==> src/sv/csp_pkg.sv <==
// Types and constants of the color string parser.
// Used by every module of the block; depends on nothing.
`timescale 1ns / 1ps

package csp_pkg;

    localparam int CODE_W = 16;
    localparam int COLOR_W = 32;
    localparam int FORM_W = 2;
    localparam int HEX_DIGITS = 8;
    localparam int COMPONENTS = 4;

    localparam logic [CODE_W-1:0] SEP_RESET = 16'd44;
    localparam logic [7:0] ALPHA_OPAQUE = 8'hFF;

    localparam logic [CODE_W-1:0] CH_HASH = 16'h0023;
    localparam logic [CODE_W-1:0] CH_ZERO = 16'h0030;
    localparam logic [CODE_W-1:0] CH_NINE = 16'h0039;
    localparam logic [CODE_W-1:0] CH_X = 16'h0078;
    localparam logic [CODE_W-1:0] CH_PLUS = 16'h002B;
    localparam logic [CODE_W-1:0] CH_MINUS = 16'h002D;
    localparam logic [CODE_W-1:0] CH_SPACE = 16'h0020;
    localparam logic [CODE_W-1:0] CH_TAB = 16'h0009;
    localparam logic [CODE_W-1:0] CH_CR = 16'h000D;
    localparam logic [CODE_W-1:0] CH_LC_A = 16'h0061;
    localparam logic [CODE_W-1:0] CH_LC_F = 16'h0066;
    localparam logic [CODE_W-1:0] CH_UC_A = 16'h0041;
    localparam logic [CODE_W-1:0] CH_UC_F = 16'h0046;

    localparam logic [3:0] HEX_LEN_MAX = 4'd9;
    localparam logic [2:0] FIELD_MAX = 3'd7;

    typedef enum logic [1:0] {
        MODE_UNDECIDED = 2'd0,
        MODE_HEX       = 2'd1,
        MODE_DEC       = 2'd2,
        MODE_ZERO      = 2'd3
    } mode_t;

    typedef enum logic [1:0] {
        PH_SKIP   = 2'd0,
        PH_SIGN   = 2'd1,
        PH_DIGITS = 2'd2,
        PH_DONE   = 2'd3
    } phase_t;

    typedef enum logic [FORM_W-1:0] {
        FORM_HEX    = 2'd0,
        FORM_DEC    = 2'd1,
        FORM_REJECT = 2'd2
    } form_t;

    typedef struct packed {
        logic       is_nul;
        logic       is_hash;
        logic       is_zero;
        logic       is_x;
        logic       is_sep;
        logic       is_space;
        logic       is_sign;
        logic       is_minus;
        logic       is_digit;
        logic [3:0] nibble;
    } class_t;

    typedef struct packed {
        mode_t                            mode;
        logic [3:0]                       hex_length;
        logic [HEX_DIGITS-1:0][3:0]       hex_digits;
        logic [2:0]                       field_total;
        logic [7:0]                       close_value;
        logic [COMPONENTS-1:0][7:0]       comp_bytes;
    } snapshot_t;

endpackage

==> src/sv/csp_char_class.sv <==
// Classifies one code unit for the color string parser.
// Depends on csp_pkg.
`timescale 1ns / 1ps

module csp_char_class (
    input  logic [csp_pkg::CODE_W-1:0] code,
    input  logic [csp_pkg::CODE_W-1:0] separator,
    output csp_pkg::class_t            cls
);

    logic is_lower;
    logic is_upper;

    assign is_lower = (code >= csp_pkg::CH_LC_A) && (code <= csp_pkg::CH_LC_F);
    assign is_upper = (code >= csp_pkg::CH_UC_A) && (code <= csp_pkg::CH_UC_F);

    always_comb begin
        cls.is_nul   = (code == '0);
        cls.is_hash  = (code == csp_pkg::CH_HASH);
        cls.is_zero  = (code == csp_pkg::CH_ZERO);
        cls.is_x     = (code == csp_pkg::CH_X);
        cls.is_sep   = (code == separator);
        cls.is_space = (code == csp_pkg::CH_SPACE)
                    || ((code >= csp_pkg::CH_TAB) && (code <= csp_pkg::CH_CR));
        cls.is_sign  = (code == csp_pkg::CH_PLUS) || (code == csp_pkg::CH_MINUS);
        cls.is_minus = (code == csp_pkg::CH_MINUS);
        cls.is_digit = (code >= csp_pkg::CH_ZERO) && (code <= csp_pkg::CH_NINE);
        if (cls.is_digit) begin
            cls.nibble = code[3:0];
        end else if (is_lower || is_upper) begin
            cls.nibble = code[3:0] + 4'd9;
        end else begin
            cls.nibble = 4'd0;
        end
    end

endmodule

==> src/sv/csp_color_pack.sv <==
// Builds the packed color and form code from the parser state at end of string.
// Depends on csp_pkg.
`timescale 1ns / 1ps

module csp_color_pack (
    input  csp_pkg::snapshot_t          snap,
    output logic [csp_pkg::COLOR_W-1:0] color,
    output csp_pkg::form_t              form
);

    logic [csp_pkg::COMPONENTS-1:0][7:0] bytes;
    logic [2:0]                          last_idx;
    logic [csp_pkg::HEX_DIGITS-1:0][3:0] d;

    assign d = snap.hex_digits;
    assign last_idx = snap.field_total - 3'd1;

    always_comb begin
        bytes = snap.comp_bytes;
        if (last_idx < 3'(csp_pkg::COMPONENTS)) begin
            bytes[last_idx[1:0]] = snap.close_value;
        end
    end

    always_comb begin
        color = '0;
        form  = csp_pkg::FORM_REJECT;
        case (snap.mode)
            csp_pkg::MODE_HEX: begin
                form = csp_pkg::FORM_HEX;
                case (snap.hex_length)
                    4'd3: color = {csp_pkg::ALPHA_OPAQUE, d[2], d[2], d[1], d[1], d[0], d[0]};
                    4'd4: color = {d[0], d[0], d[3], d[3], d[2], d[2], d[1], d[1]};
                    4'd6: color = {csp_pkg::ALPHA_OPAQUE, d[4], d[5], d[2], d[3], d[0], d[1]};
                    4'd8: color = {d[0], d[1], d[6], d[7], d[4], d[5], d[2], d[3]};
                    default: form = csp_pkg::FORM_REJECT;
                endcase
            end
            csp_pkg::MODE_DEC, csp_pkg::MODE_ZERO: begin
                case (snap.field_total)
                    3'd3: begin
                        color = {csp_pkg::ALPHA_OPAQUE, bytes[2], bytes[1], bytes[0]};
                        form  = csp_pkg::FORM_DEC;
                    end
                    3'd4: begin
                        color = {bytes[3], bytes[2], bytes[1], bytes[0]};
                        form  = csp_pkg::FORM_DEC;
                    end
                    default: form = csp_pkg::FORM_REJECT;
                endcase
            end
            default: form = csp_pkg::FORM_REJECT;
        endcase
    end

endmodule

==> src/sv/csp_parse_state.sv <==
// Parser state registers and their per-character update.
// Depends on csp_pkg.
`timescale 1ns / 1ps

module csp_parse_state (
    input  logic               aclk,
    input  logic               aresetn,
    input  logic               step,
    input  csp_pkg::class_t    cls,
    output csp_pkg::snapshot_t snap
);

    csp_pkg::mode_t  mode_reg, mode_next;
    logic [3:0]      hex_length_reg, hex_length_next;
    logic [2:0]      field_total_reg, field_total_next;
    csp_pkg::phase_t phase_reg, phase_next;
    logic            negative_reg, negative_next;
    logic [7:0]      value_reg, value_next;
    logic [csp_pkg::HEX_DIGITS-1:0][3:0] hex_digits_reg;
    logic [csp_pkg::COMPONENTS-1:0][7:0] comp_reg;

    logic       do_dec;
    logic       do_hex;
    logic       hex_restart;
    logic [7:0] close_value;
    logic [2:0] comp_idx;
    logic       comp_wr;
    logic       hex_wr;

    assign close_value = negative_reg ? (8'd0 - value_reg) : value_reg;
    assign comp_idx = field_total_reg - 3'd1;

    always_comb begin
        mode_next = mode_reg;
        if (step) begin
            if (cls.is_nul) begin
                mode_next = csp_pkg::MODE_UNDECIDED;
            end else begin
                case (mode_reg)
                    csp_pkg::MODE_UNDECIDED: begin
                        if (cls.is_hash) begin
                            mode_next = csp_pkg::MODE_HEX;
                        end else if (cls.is_zero) begin
                            mode_next = csp_pkg::MODE_ZERO;
                        end else begin
                            mode_next = csp_pkg::MODE_DEC;
                        end
                    end
                    csp_pkg::MODE_ZERO: begin
                        mode_next = cls.is_x ? csp_pkg::MODE_HEX : csp_pkg::MODE_DEC;
                    end
                    default: mode_next = mode_reg;
                endcase
            end
        end
    end

    always_comb begin
        do_dec      = 1'b0;
        do_hex      = 1'b0;
        hex_restart = 1'b0;
        if (step && !cls.is_nul) begin
            case (mode_reg)
                csp_pkg::MODE_UNDECIDED: do_dec = !cls.is_hash;
                csp_pkg::MODE_ZERO: begin
                    hex_restart = cls.is_x;
                    do_dec      = !cls.is_x;
                end
                csp_pkg::MODE_HEX: do_hex = 1'b1;
                default: do_dec = 1'b1;
            endcase
        end
    end

    always_comb begin
        hex_length_next  = hex_length_reg;
        field_total_next = field_total_reg;
        phase_next       = phase_reg;
        negative_next    = negative_reg;
        value_next       = value_reg;
        comp_wr          = 1'b0;
        hex_wr           = 1'b0;
        if (step && cls.is_nul) begin
            hex_length_next  = '0;
            field_total_next = 3'd1;
            phase_next       = csp_pkg::PH_SKIP;
            negative_next    = 1'b0;
            value_next       = '0;
        end else if (hex_restart) begin
            hex_length_next = '0;
        end else if (do_hex) begin
            hex_wr = !hex_length_reg[3];
            if (hex_length_reg < csp_pkg::HEX_LEN_MAX) begin
                hex_length_next = hex_length_reg + 4'd1;
            end
        end else if (do_dec) begin
            if (cls.is_sep) begin
                comp_wr       = (comp_idx < 3'(csp_pkg::COMPONENTS));
                phase_next    = csp_pkg::PH_SKIP;
                negative_next = 1'b0;
                value_next    = '0;
                if (field_total_reg < csp_pkg::FIELD_MAX) begin
                    field_total_next = field_total_reg + 3'd1;
                end
            end else if ((phase_reg == csp_pkg::PH_SKIP) && cls.is_space) begin
                phase_next = phase_reg;
            end else if ((phase_reg == csp_pkg::PH_SKIP) && cls.is_sign) begin
                negative_next = cls.is_minus;
                phase_next    = csp_pkg::PH_SIGN;
            end else if (phase_reg == csp_pkg::PH_DONE) begin
                phase_next = phase_reg;
            end else if (cls.is_digit) begin
                value_next = {value_reg[4:0], 3'b000} + {value_reg[6:0], 1'b0}
                           + {4'd0, cls.nibble};
                phase_next = csp_pkg::PH_DIGITS;
            end else begin
                phase_next = csp_pkg::PH_DONE;
            end
        end
    end

    always_ff @(posedge aclk) begin
        if (!aresetn) begin
            mode_reg        <= csp_pkg::MODE_UNDECIDED;
            hex_length_reg  <= '0;
            field_total_reg <= 3'd1;
            phase_reg       <= csp_pkg::PH_SKIP;
            negative_reg    <= 1'b0;
            value_reg       <= '0;
        end else begin
            mode_reg        <= mode_next;
            hex_length_reg  <= hex_length_next;
            field_total_reg <= field_total_next;
            phase_reg       <= phase_next;
            negative_reg    <= negative_next;
            value_reg       <= value_next;
        end
    end

    always_ff @(posedge aclk) begin
        if (hex_wr) begin
            hex_digits_reg[hex_length_reg[2:0]] <= cls.nibble;
        end
        if (comp_wr) begin
            comp_reg[comp_idx[1:0]] <= close_value;
        end
    end

    always_comb begin
        snap.mode        = mode_reg;
        snap.hex_length  = hex_length_reg;
        snap.hex_digits  = hex_digits_reg;
        snap.field_total = field_total_reg;
        snap.close_value = close_value;
        snap.comp_bytes  = comp_reg;
    end

endmodule

==> src/sv/color_string_parser_core.sv <==
// Top level of the color string parser: input register, parser state and result register.
// Depends on csp_pkg, csp_char_class, csp_parse_state and csp_color_pack.
`timescale 1ns / 1ps

// The block takes one code unit of a color string per transfer on the s_ channel and
// gives one result on the m_ channel for each terminating zero code unit. A string that
// starts with '#' or "0x" is read as 3, 4, 6 or 8 hex digits; any other string is read
// as three or four decimal fields split at the separator register, which resets to ','.
// The result carries the color as 0xAABBGGRR in m_tdata and the form code in m_tuser.
// The block takes one code unit every cycle unless stalled. A code unit is held in the
// input register, and for a zero code unit the result is loaded into the result register
// as the zero leaves the input register; the result register drives m_tvalid. While a
// result waits on m_tready, a following zero code unit stalls the input; other code units
// keep flowing. Write the separator only while no string is in progress.
module color_string_parser_core (
    input  logic                          aclk,
    input  logic                          aresetn,
    // s_tdata: [15:0] code_unit
    input  logic                          s_tvalid,
    output logic                          s_tready,
    input  logic [csp_pkg::CODE_W-1:0]    s_tdata,
    // m_tdata: [31:0] color
    output logic                          m_tvalid,
    input  logic                          m_tready,
    output logic [csp_pkg::COLOR_W-1:0]   m_tdata,
    // m_tuser: [1:0] form
    output logic [csp_pkg::FORM_W-1:0]    m_tuser,
    // cfg_data: [15:0] separator
    input  logic                          cfg_valid,
    output logic                          cfg_ready,
    input  logic [csp_pkg::CODE_W-1:0]    cfg_data
);

    logic                        in_valid_reg, in_valid_next;
    logic [csp_pkg::CODE_W-1:0]  in_code_reg;
    logic [csp_pkg::CODE_W-1:0]  sep_reg;
    logic                        out_valid_reg, out_valid_next;
    logic [csp_pkg::COLOR_W-1:0] out_color_reg;
    csp_pkg::form_t              out_form_reg;

    csp_pkg::class_t    cls;
    csp_pkg::snapshot_t snap;
    logic [csp_pkg::COLOR_W-1:0] color;
    csp_pkg::form_t     form;
    logic               advance;
    logic               step;
    logic               emit;

    assign advance   = !in_valid_reg || !cls.is_nul || !out_valid_reg || m_tready;
    assign step      = in_valid_reg && advance;
    assign emit      = step && cls.is_nul;
    assign s_tready  = advance;
    assign cfg_ready = 1'b1;

    assign in_valid_next  = (s_tvalid && s_tready) ? 1'b1 : (step ? 1'b0 : in_valid_reg);
    assign out_valid_next = emit ? 1'b1 : (m_tready ? 1'b0 : out_valid_reg);

    csp_char_class u_char_class (
        .code      (in_code_reg),
        .separator (sep_reg),
        .cls       (cls)
    );

    csp_parse_state u_parse_state (
        .aclk    (aclk),
        .aresetn (aresetn),
        .step    (step),
        .cls     (cls),
        .snap    (snap)
    );

    csp_color_pack u_color_pack (
        .snap  (snap),
        .color (color),
        .form  (form)
    );

    always_ff @(posedge aclk) begin
        if (!aresetn) begin
            in_valid_reg  <= 1'b0;
            out_valid_reg <= 1'b0;
            sep_reg       <= csp_pkg::SEP_RESET;
        end else begin
            in_valid_reg  <= in_valid_next;
            out_valid_reg <= out_valid_next;
            if (cfg_valid && cfg_ready) begin
                sep_reg <= cfg_data;
            end
        end
    end

    always_ff @(posedge aclk) begin
        if (s_tvalid && s_tready) begin
            in_code_reg <= s_tdata;
        end
        if (emit) begin
            out_color_reg <= color;
            out_form_reg  <= form;
        end
    end

    assign m_tvalid = out_valid_reg;
    assign m_tdata  = out_color_reg;
    assign m_tuser  = out_form_reg;

endmodule

==> config.mk <==
export PLATFORM = sky130hd
export DESIGN_NAME = color_string_parser_core
export DESIGN_NICKNAME = d
export VERILOG_FILES = /design/src/sv/csp_pkg.sv /design/src/sv/csp_char_class.sv /design/src/sv/csp_color_pack.sv /design/src/sv/csp_parse_state.sv /design/src/sv/color_string_parser_core.sv
export SDC_FILE = /design/constraint.sdc
export NUM_CORES = 1
export LEC_CHECK = 0
export BUFFER_PORTS_ARGS = -buffer_cell sky130_fd_sc_hd__buf_2
export CAP_MARGIN = 20
export CORE_MARGIN = 4
export CORE_UTILIZATION = 55
export CTS_CLUSTER_SIZE = 20
export DETAILED_ROUTE_END_ITERATION = 10
export PLACE_DENSITY = 0.79
export SETUP_SLACK_MARGIN = 0.1
export SLEW_MARGIN = 10
export SYNTH_ARGS = -nofsm -noshare
export SYNTH_HDL_FRONTEND = slang
export SYNTH_HIERARCHICAL = 1
export SYNTH_SLANG_ARGS = --single-unit
export TNS_END_PERCENT = 1
==> constraint.sdc <==
create_clock -name aclk -period 4.9 [get_ports aclk]
set_input_delay 0.98 -clock aclk [delete_from_list [all_inputs] [get_ports aclk]]
set_output_delay 0.98 -clock aclk [all_outputs]
set_load 0.01 [all_outputs]
==> results of run 1 <==
[worst reg2reg max path, cell delays in order, from the launching register on]
cell	delay, ps
edfxtp_1	520
inv_1	180
ha_1	260
o21bai_1	140
a2111oi_4	600
a22o_1	430
inv_1	130
fa_1	610
inv_1	60
ha_1	300
a211oi_1	290
o21ai_0	170
a211o_1	310
a32o_1	250
[power by group through the flow]
stage / combinational, mW / clock, mW / sequential, mW
floorplan: 0.0748 / 0 / 1.36
global route: 0.102 / 1.40 / 1.35
global placement: 0.0883 / 0 / 1.37
finish: 0.0931 / 1.32 / 1.35
detailed placement: 0.0916 / 0 / 1.37
CTS: 0.0926 / 1.34 / 1.34
[placed cells by master, fill, tap and decap left out, types with 3 or more instances in the layout]
| cell type | n |
|---|---|
| buf_4 | 7 |
| o21a_1 | 5 |
| and3_1 | 4 |
| nand4_1 | 7 |
| a21oi_1 | 12 |
| nor3_1 | 10 |
| o22ai_1 | 4 |
| inv_1 | 31 |
| ha_1 | 24 |
| buf_2 | 72 |
| nand2_1 | 23 |
| dfxtp_1 | 38 |
| nor2_1 | 31 |
| or3_1 | 3 |
| o21ai_0 | 28 |
| nand3_1 | 6 |
| nor2b_1 | 22 |
| nand2b_1 | 16 |
| o32ai_1 | 4 |
| bufinv_16 | 4 |
| edfxtp_1 | 106 |
| a21boi_0 | 5 |
| a22oi_1 | 36 |
| clkbuf_16 | 17 |
| nor4_1 | 5 |
| o21bai_1 | 26 |
| mux2i_1 | 17 |
| xnor2_1 | 26 |
| a22o_1 | 24 |
| clkbuf_1 | 4 |
| o32ai_2 | 4 |
| xor2_1 | 5 |
| a31oi_1 | 4 |
| o2bb2ai_1 | 8 |
| clkinv_4 | 3 |
[routing by layer]
layer	GRT usage	wire length, um
met5	0	0
met4	0.0969	425
met3	0.0540	1350
met2	0.398	8470
met1	0.282	6520
[layout make-up]
class,count,area [sq um]
clock buffers,21,440
clock inverters,10,163
fillers,953,4440
inverters,32,120
multi-input cells,411,3090
flip-flops and latches,144,3940
well taps,172,215
repair buffers,79,413
[through the flow]
stage,power (mW),util
final,2.76,0.654
after CTS,2.77,0.654
after global placement,1.46,0.607
after global routing,2.85,0.654
after detailed placement,1.46,0.607
after floorplan,1.43,-
[path summary, 6_finish.rpt]
path	startpoint	to	slack, ps	depth (start not counted)
setup / recovery	in_code_reg[1]	u_parse_state/value_reg[7]	560	13
hold / removal	u_parse_state/value_reg[7]	u_parse_state/value_reg[7]	520	1
setup reg to reg	in_code_reg[1]	u_parse_state/value_reg[7]	560	13
hold reg to reg	u_parse_state/value_reg[7]	u_parse_state/value_reg[7]	520	1
==> results.ini, run 1 <==
[run_status]
status=complete, no violations

[critical_path]
end_kind=register
crit_slowest_cell=fa_1
path_delay_family=compound AO/OA/AOI/OAI gates
cp_num_buf_inv=3
path_max_fanout=9
max_stage_delay_ps=610
critPathLaunchType=register
worstPathCellList=inv_1 -> ha_1 -> o21bai_1 -> a2111oi_4 -> a22o_1 -> inv_1 -> fa_1 -> inv_1 -> ha_1 -> a211oi_1 -> o21ai_0 -> a211o_1 -> a32o_1
crit_type=reg -> reg
crit_required_ps=5210
worst_path_most_repeated_cell=inv_1
cp.arrival_ps=4650

[cts]
cts_hold_buf=0
clk-insertion-delay-late_ps=420
htree_levels=4
path_clk_slew_ps=50
cts.path.max_buffers=2
cts_num_sinks=144
clock-root-buffer=clkbuf_16
cts_tree=built
postCtsSetupBuffers=0
cts_buffers=17
post_cts_resized=0

[detailed_routing]
ant_nets=0
vias_per_cell=6.14
wl_um=16800
vias=5339
drtIter0Drc=545
routedWlPerCell_um=19.3
firstDrtPassIters=6
drc=0

[placed_design]
dpl.hpwl_um=11800
portBuffers=72
pre_cts_slack_ps=663
gp_congestion=0.905
dpl_cell_area_sq_um=7780
dpl.cell_count=838

[sta]
period_share=0.886
hold_ws_ps=520
drv_slew=0
setup_viol=0
finalClockSkew_ps=8.27
fmax_ghz=0.230
final.setup.worst_slack_ps=556
hold_violations=0
fin_crit_ps=4340
rsz0062_at_grt=no
finalSetupTns_ps=0
tightest_slew_ps=964
relSlewSlack=0.357

[hold_path]
min_path_type=reg -> reg

[die]
initial_core_util=0.572
dieArea_sq_um=15300
die_y_um=124
core_sq_um=12800
ios=74
die_w_um=124
std_cell_rows=41

[final_layout]
nets=748
drive_gt1_frac=0.176
final-instance-count-excl-fill=869
diodes=0
area_delta_synth_final_pct=14.3
postLayoutCellArea_sq_um=8390
largest_reg_flops=56

[global_routing]
grt_max_degree=35
antenna_found_initial=0
grt_pass1_vias=5285
grt_pass1_wl_um=26800
grt_overflow=0
grt_usage=0.232

[logic_synthesis]
syn_inst=619
synth_area_sq_um=7340
avgSynthCellArea_sq_um=11.9
synth_fp_nets=682
yosysWarningCount=6

[pwr]
seq_power_share=0.488
power_frac_comb=0.034
swShare=0.197
powerDensity_nw_per_um2=328
power.share.clock=0.478
p_int_mw=2.21
power.leakage_nw=3.14
power.switching_mw=0.544
vdd_drop_max_mv=0.257

[flow_run]
maxCapViolations=0

No activity file was read; power rests on OpenSTA's default activity.
==> inputs of run 2 (changes only) <==
--- a/config.mk
+++ b/config.mk
@@ -5,13 +5,14 @@
 export SDC_FILE = /design/constraint.sdc
 export NUM_CORES = 1
 export LEC_CHECK = 0
+export ABC_AREA = 1
 export BUFFER_PORTS_ARGS = -buffer_cell sky130_fd_sc_hd__buf_2
 export CAP_MARGIN = 20
 export CORE_MARGIN = 4
-export CORE_UTILIZATION = 55
+export CORE_UTILIZATION = 50
 export CTS_CLUSTER_SIZE = 20
 export DETAILED_ROUTE_END_ITERATION = 10
-export PLACE_DENSITY = 0.79
+export PLACE_DENSITY = 0.73
 export SETUP_SLACK_MARGIN = 0.1
 export SLEW_MARGIN = 10
 export SYNTH_ARGS = -nofsm -noshare
==> constraint.sdc (replaced) <==
create_clock -name aclk -period 4.3 [get_ports aclk]
set_input_delay 0.86 -clock aclk [delete_from_list [all_inputs] [get_ports aclk]]
set_output_delay 0.86 -clock aclk [all_outputs]
set_load 0.01 [all_outputs]
==> run 2 against run 1 <==
Compared with the run above:
- count of clock-buffer cells in the layout shrank 4
- cell area grew 5.7%
- power grew 15%
- global-route usage decreased by 2.7 points
- sequential power rose by 13%
- via count increased by 18%
- non-clock buffer count down 1
- maximum frequency grew 26%
- critical path type unchanged
- critical endpoint unchanged
==> results.ini, run 2 <==
[placed_design]
gp_congestion=0.958  ; +5.9%
pre_cts_slack_ps=864  ; +201 ps
portBuffers=72  ; unchanged
dpl.hpwl_um=12600  ; +6.6%

[detailed_routing]
vias=6281  ; +18%
wl_um=17400  ; +3.8%
firstDrtPassIters=6  ; unchanged
vias_per_cell=5.26  ; -14%
drc=0  ; unchanged
routedWlPerCell_um=14.6  ; -24%
drtIter0Drc=672  ; +23%
ant_nets=0  ; unchanged

[logic_synthesis]
synth_area_sq_um=7800  ; +6.3%
synth_fp_nets=967  ; +42%
avgSynthCellArea_sq_um=8.63  ; -27%
yosysWarningCount=6  ; unchanged
syn_inst=904  ; +46%

[cts]
cts.path.max_buffers=2  ; unchanged
htree_levels=4  ; unchanged
cts_tree=built
cts_buffers=17  ; unchanged
post_cts_resized=0  ; unchanged
clk-insertion-delay-late_ps=420  ; about the same
postCtsSetupBuffers=0  ; unchanged
clock-root-buffer=clkbuf_16
path_clk_slew_ps=60  ; about the same
cts_hold_buf=0  ; unchanged
cts_num_sinks=144  ; unchanged

[global_routing]
grt_overflow=0  ; unchanged
grt_pass1_vias=5814  ; +10%
grt_pass1_wl_um=29000  ; +7.8%
grt_max_degree=47  ; +34%
grt_usage=0.205  ; -0.0273
antenna_found_initial=0  ; unchanged

[pwr]
power.switching_mw=0.730  ; +34%
power_frac_comb=0.046  ; +0.012
seq_power_share=0.485  ; -0.003
swShare=0.231  ; +0.0336
power.leakage_nw=3.93  ; +25%
p_total_mw=3.16  ; +15%
power.share.clock=0.469  ; -0.009
powerDensity_nw_per_um2=356  ; +8.5%
p_int_mw=2.43  ; +9.9%
vdd_drop_max_mv=0.256  ; -0.40%

[final_layout]
layout_commonest_cell=nand2_1
final_cell_mix=200 x nand2_1, 126 x nand3_1, 106 x edfxtp_1, 89 x nor2_1, 81 x inv_1
area_delta_synth_final_pct=13.7
nets=1032  ; +38%
fillers=1340  ; +41%
seq_area_sq_um=3940  ; unchanged
fin_util=0.581  ; -0.0728
largest_reg_flops=56  ; unchanged
drive_gt1_frac=0.178  ; +0.00174
multiInputGateArea_sq_um=3310  ; +7.1%
diodes=0  ; unchanged

[die]
dieArea_sq_um=17700  ; +16%
ios=74  ; unchanged
initial_core_util=0.511  ; -0.0608
std_cell_rows=45  ; +9.8%
die_w_um=133  ; +7.6%
core_sq_um=15300  ; +19%
die_y_um=133  ; +7.6%

[sta]
hold_ws_ps=486  ; -33.9 ps
finalClockSkew_ps=8.16  ; -0.113 ps
drv_slew=0  ; unchanged
tightest_slew_ps=959  ; -4.82 ps
rsz0062_at_grt=no
fmax_ghz=0.289  ; +26%
relSlewSlack=0.359  ; +0.00170
hold_violations=0  ; unchanged
final.setup.worst_slack_ps=841  ; +284 ps
finalSetupTns_ps=0  ; unchanged
fin_crit_ps=3460  ; -884 ps
setup_viol=0  ; unchanged
period_share=0.804  ; -0.0820

[critical_path]
end_kind=register
cp.arrival_ps=3770  ; -880 ps
rr_startpoint=in_code_reg[0]
crit_type=reg -> reg
ff2ff_setup_slack_ps=840  ; +280 ps
endpoint=u_parse_state/value_reg[7]
crit_required_ps=4610  ; -600 ps
reg2reg_depth=21  ; +8
startpoint=in_code_reg[0]
r2r-end=u_parse_state/value_reg[7]
path_max_fanout=9  ; unchanged
critPathLaunchType=register

[run_status]
status=complete, no violations

[hold_path]
min-delay-start=sep_reg[2]
min_path_type=reg -> reg

[flow_run]
maxCapViolations=0  ; unchanged

## run 2: cell count changes in the layout (fill, tap and decap cells not counted), sizes merged, moves of 25 or more
| cell | before | now |
|---|---|---|
| o21ai | 30 | 80 |
| nor2 | 32 | 103 |
| inv | 31 | 96 |
| o21bai | 26 | 1 |
| nand3 | 6 | 129 |
| a22oi | 36 | 0 |
| nand2 | 23 | 212 |
## run 2: worst min path at each step
stage,endpoint,slack [ps],cells after the start
after floorplan,sep_reg[2],450,2
after global placement,sep_reg[2],470,2
after detailed placement,sep_reg[2],470,2
after CTS,sep_reg[2],490,2
after global routing,sep_reg[2],530,2
final,sep_reg[2],490,2
## run 2: routing by layer
metal | part of all wire | track usage
met2 | 0.48 | 0.339
met3 | 0.057 | 0.0350
met4 | 0.034 | 0.0953
met1 | 0.43 | 0.264
met5 | 0 | 0
## run 2: critical path, cell delays in order (launching register included)
cell,delay (ps)
edfxtp_1,490
inv_1,200
ha_1,240
inv_1,50
nand2_1,80
nand2_1,80
nand2_2,80
nand3_4,120
nand3_1,100
nand2_1,60
inv_1,40
nand2_1,40
inv_1,180
inv_1,120
fa_1,610
inv_1,60
ha_1,270
nand2_1,60
nor3_1,220
o21ai_0,140
nand3_2,90
nand2_1,40
## run 2: final cells by class
type | count | area share
multi-input cells | 638 | 0.374
clock buffers | 17 | 0.0480
well taps | 211 | 0.0298
clock inverters | 15 | 0.0198
inverters | 90 | 0.0385
flip-flops and latches | 144 | 0.445
repair buffers | 78 | 0.0457
## run 2: stage by stage
stage,area [sq um],instances
finish,8870,1193
global route,8870,1193
CTS,8870,1193
detailed placement,8270,1161
global placement,8270,1161
floorplan,7800,904
## run 2: power by group through the flow
stage	clock network [mW]	registers [mW]	logic, mW
floorplan	0	1.55	0.113
global placement	0	1.56	0.142
detailed placement	0	1.56	0.143
CTS	1.51	1.53	0.144
global route	1.57	1.54	0.167
finish	1.48	1.53	0.145
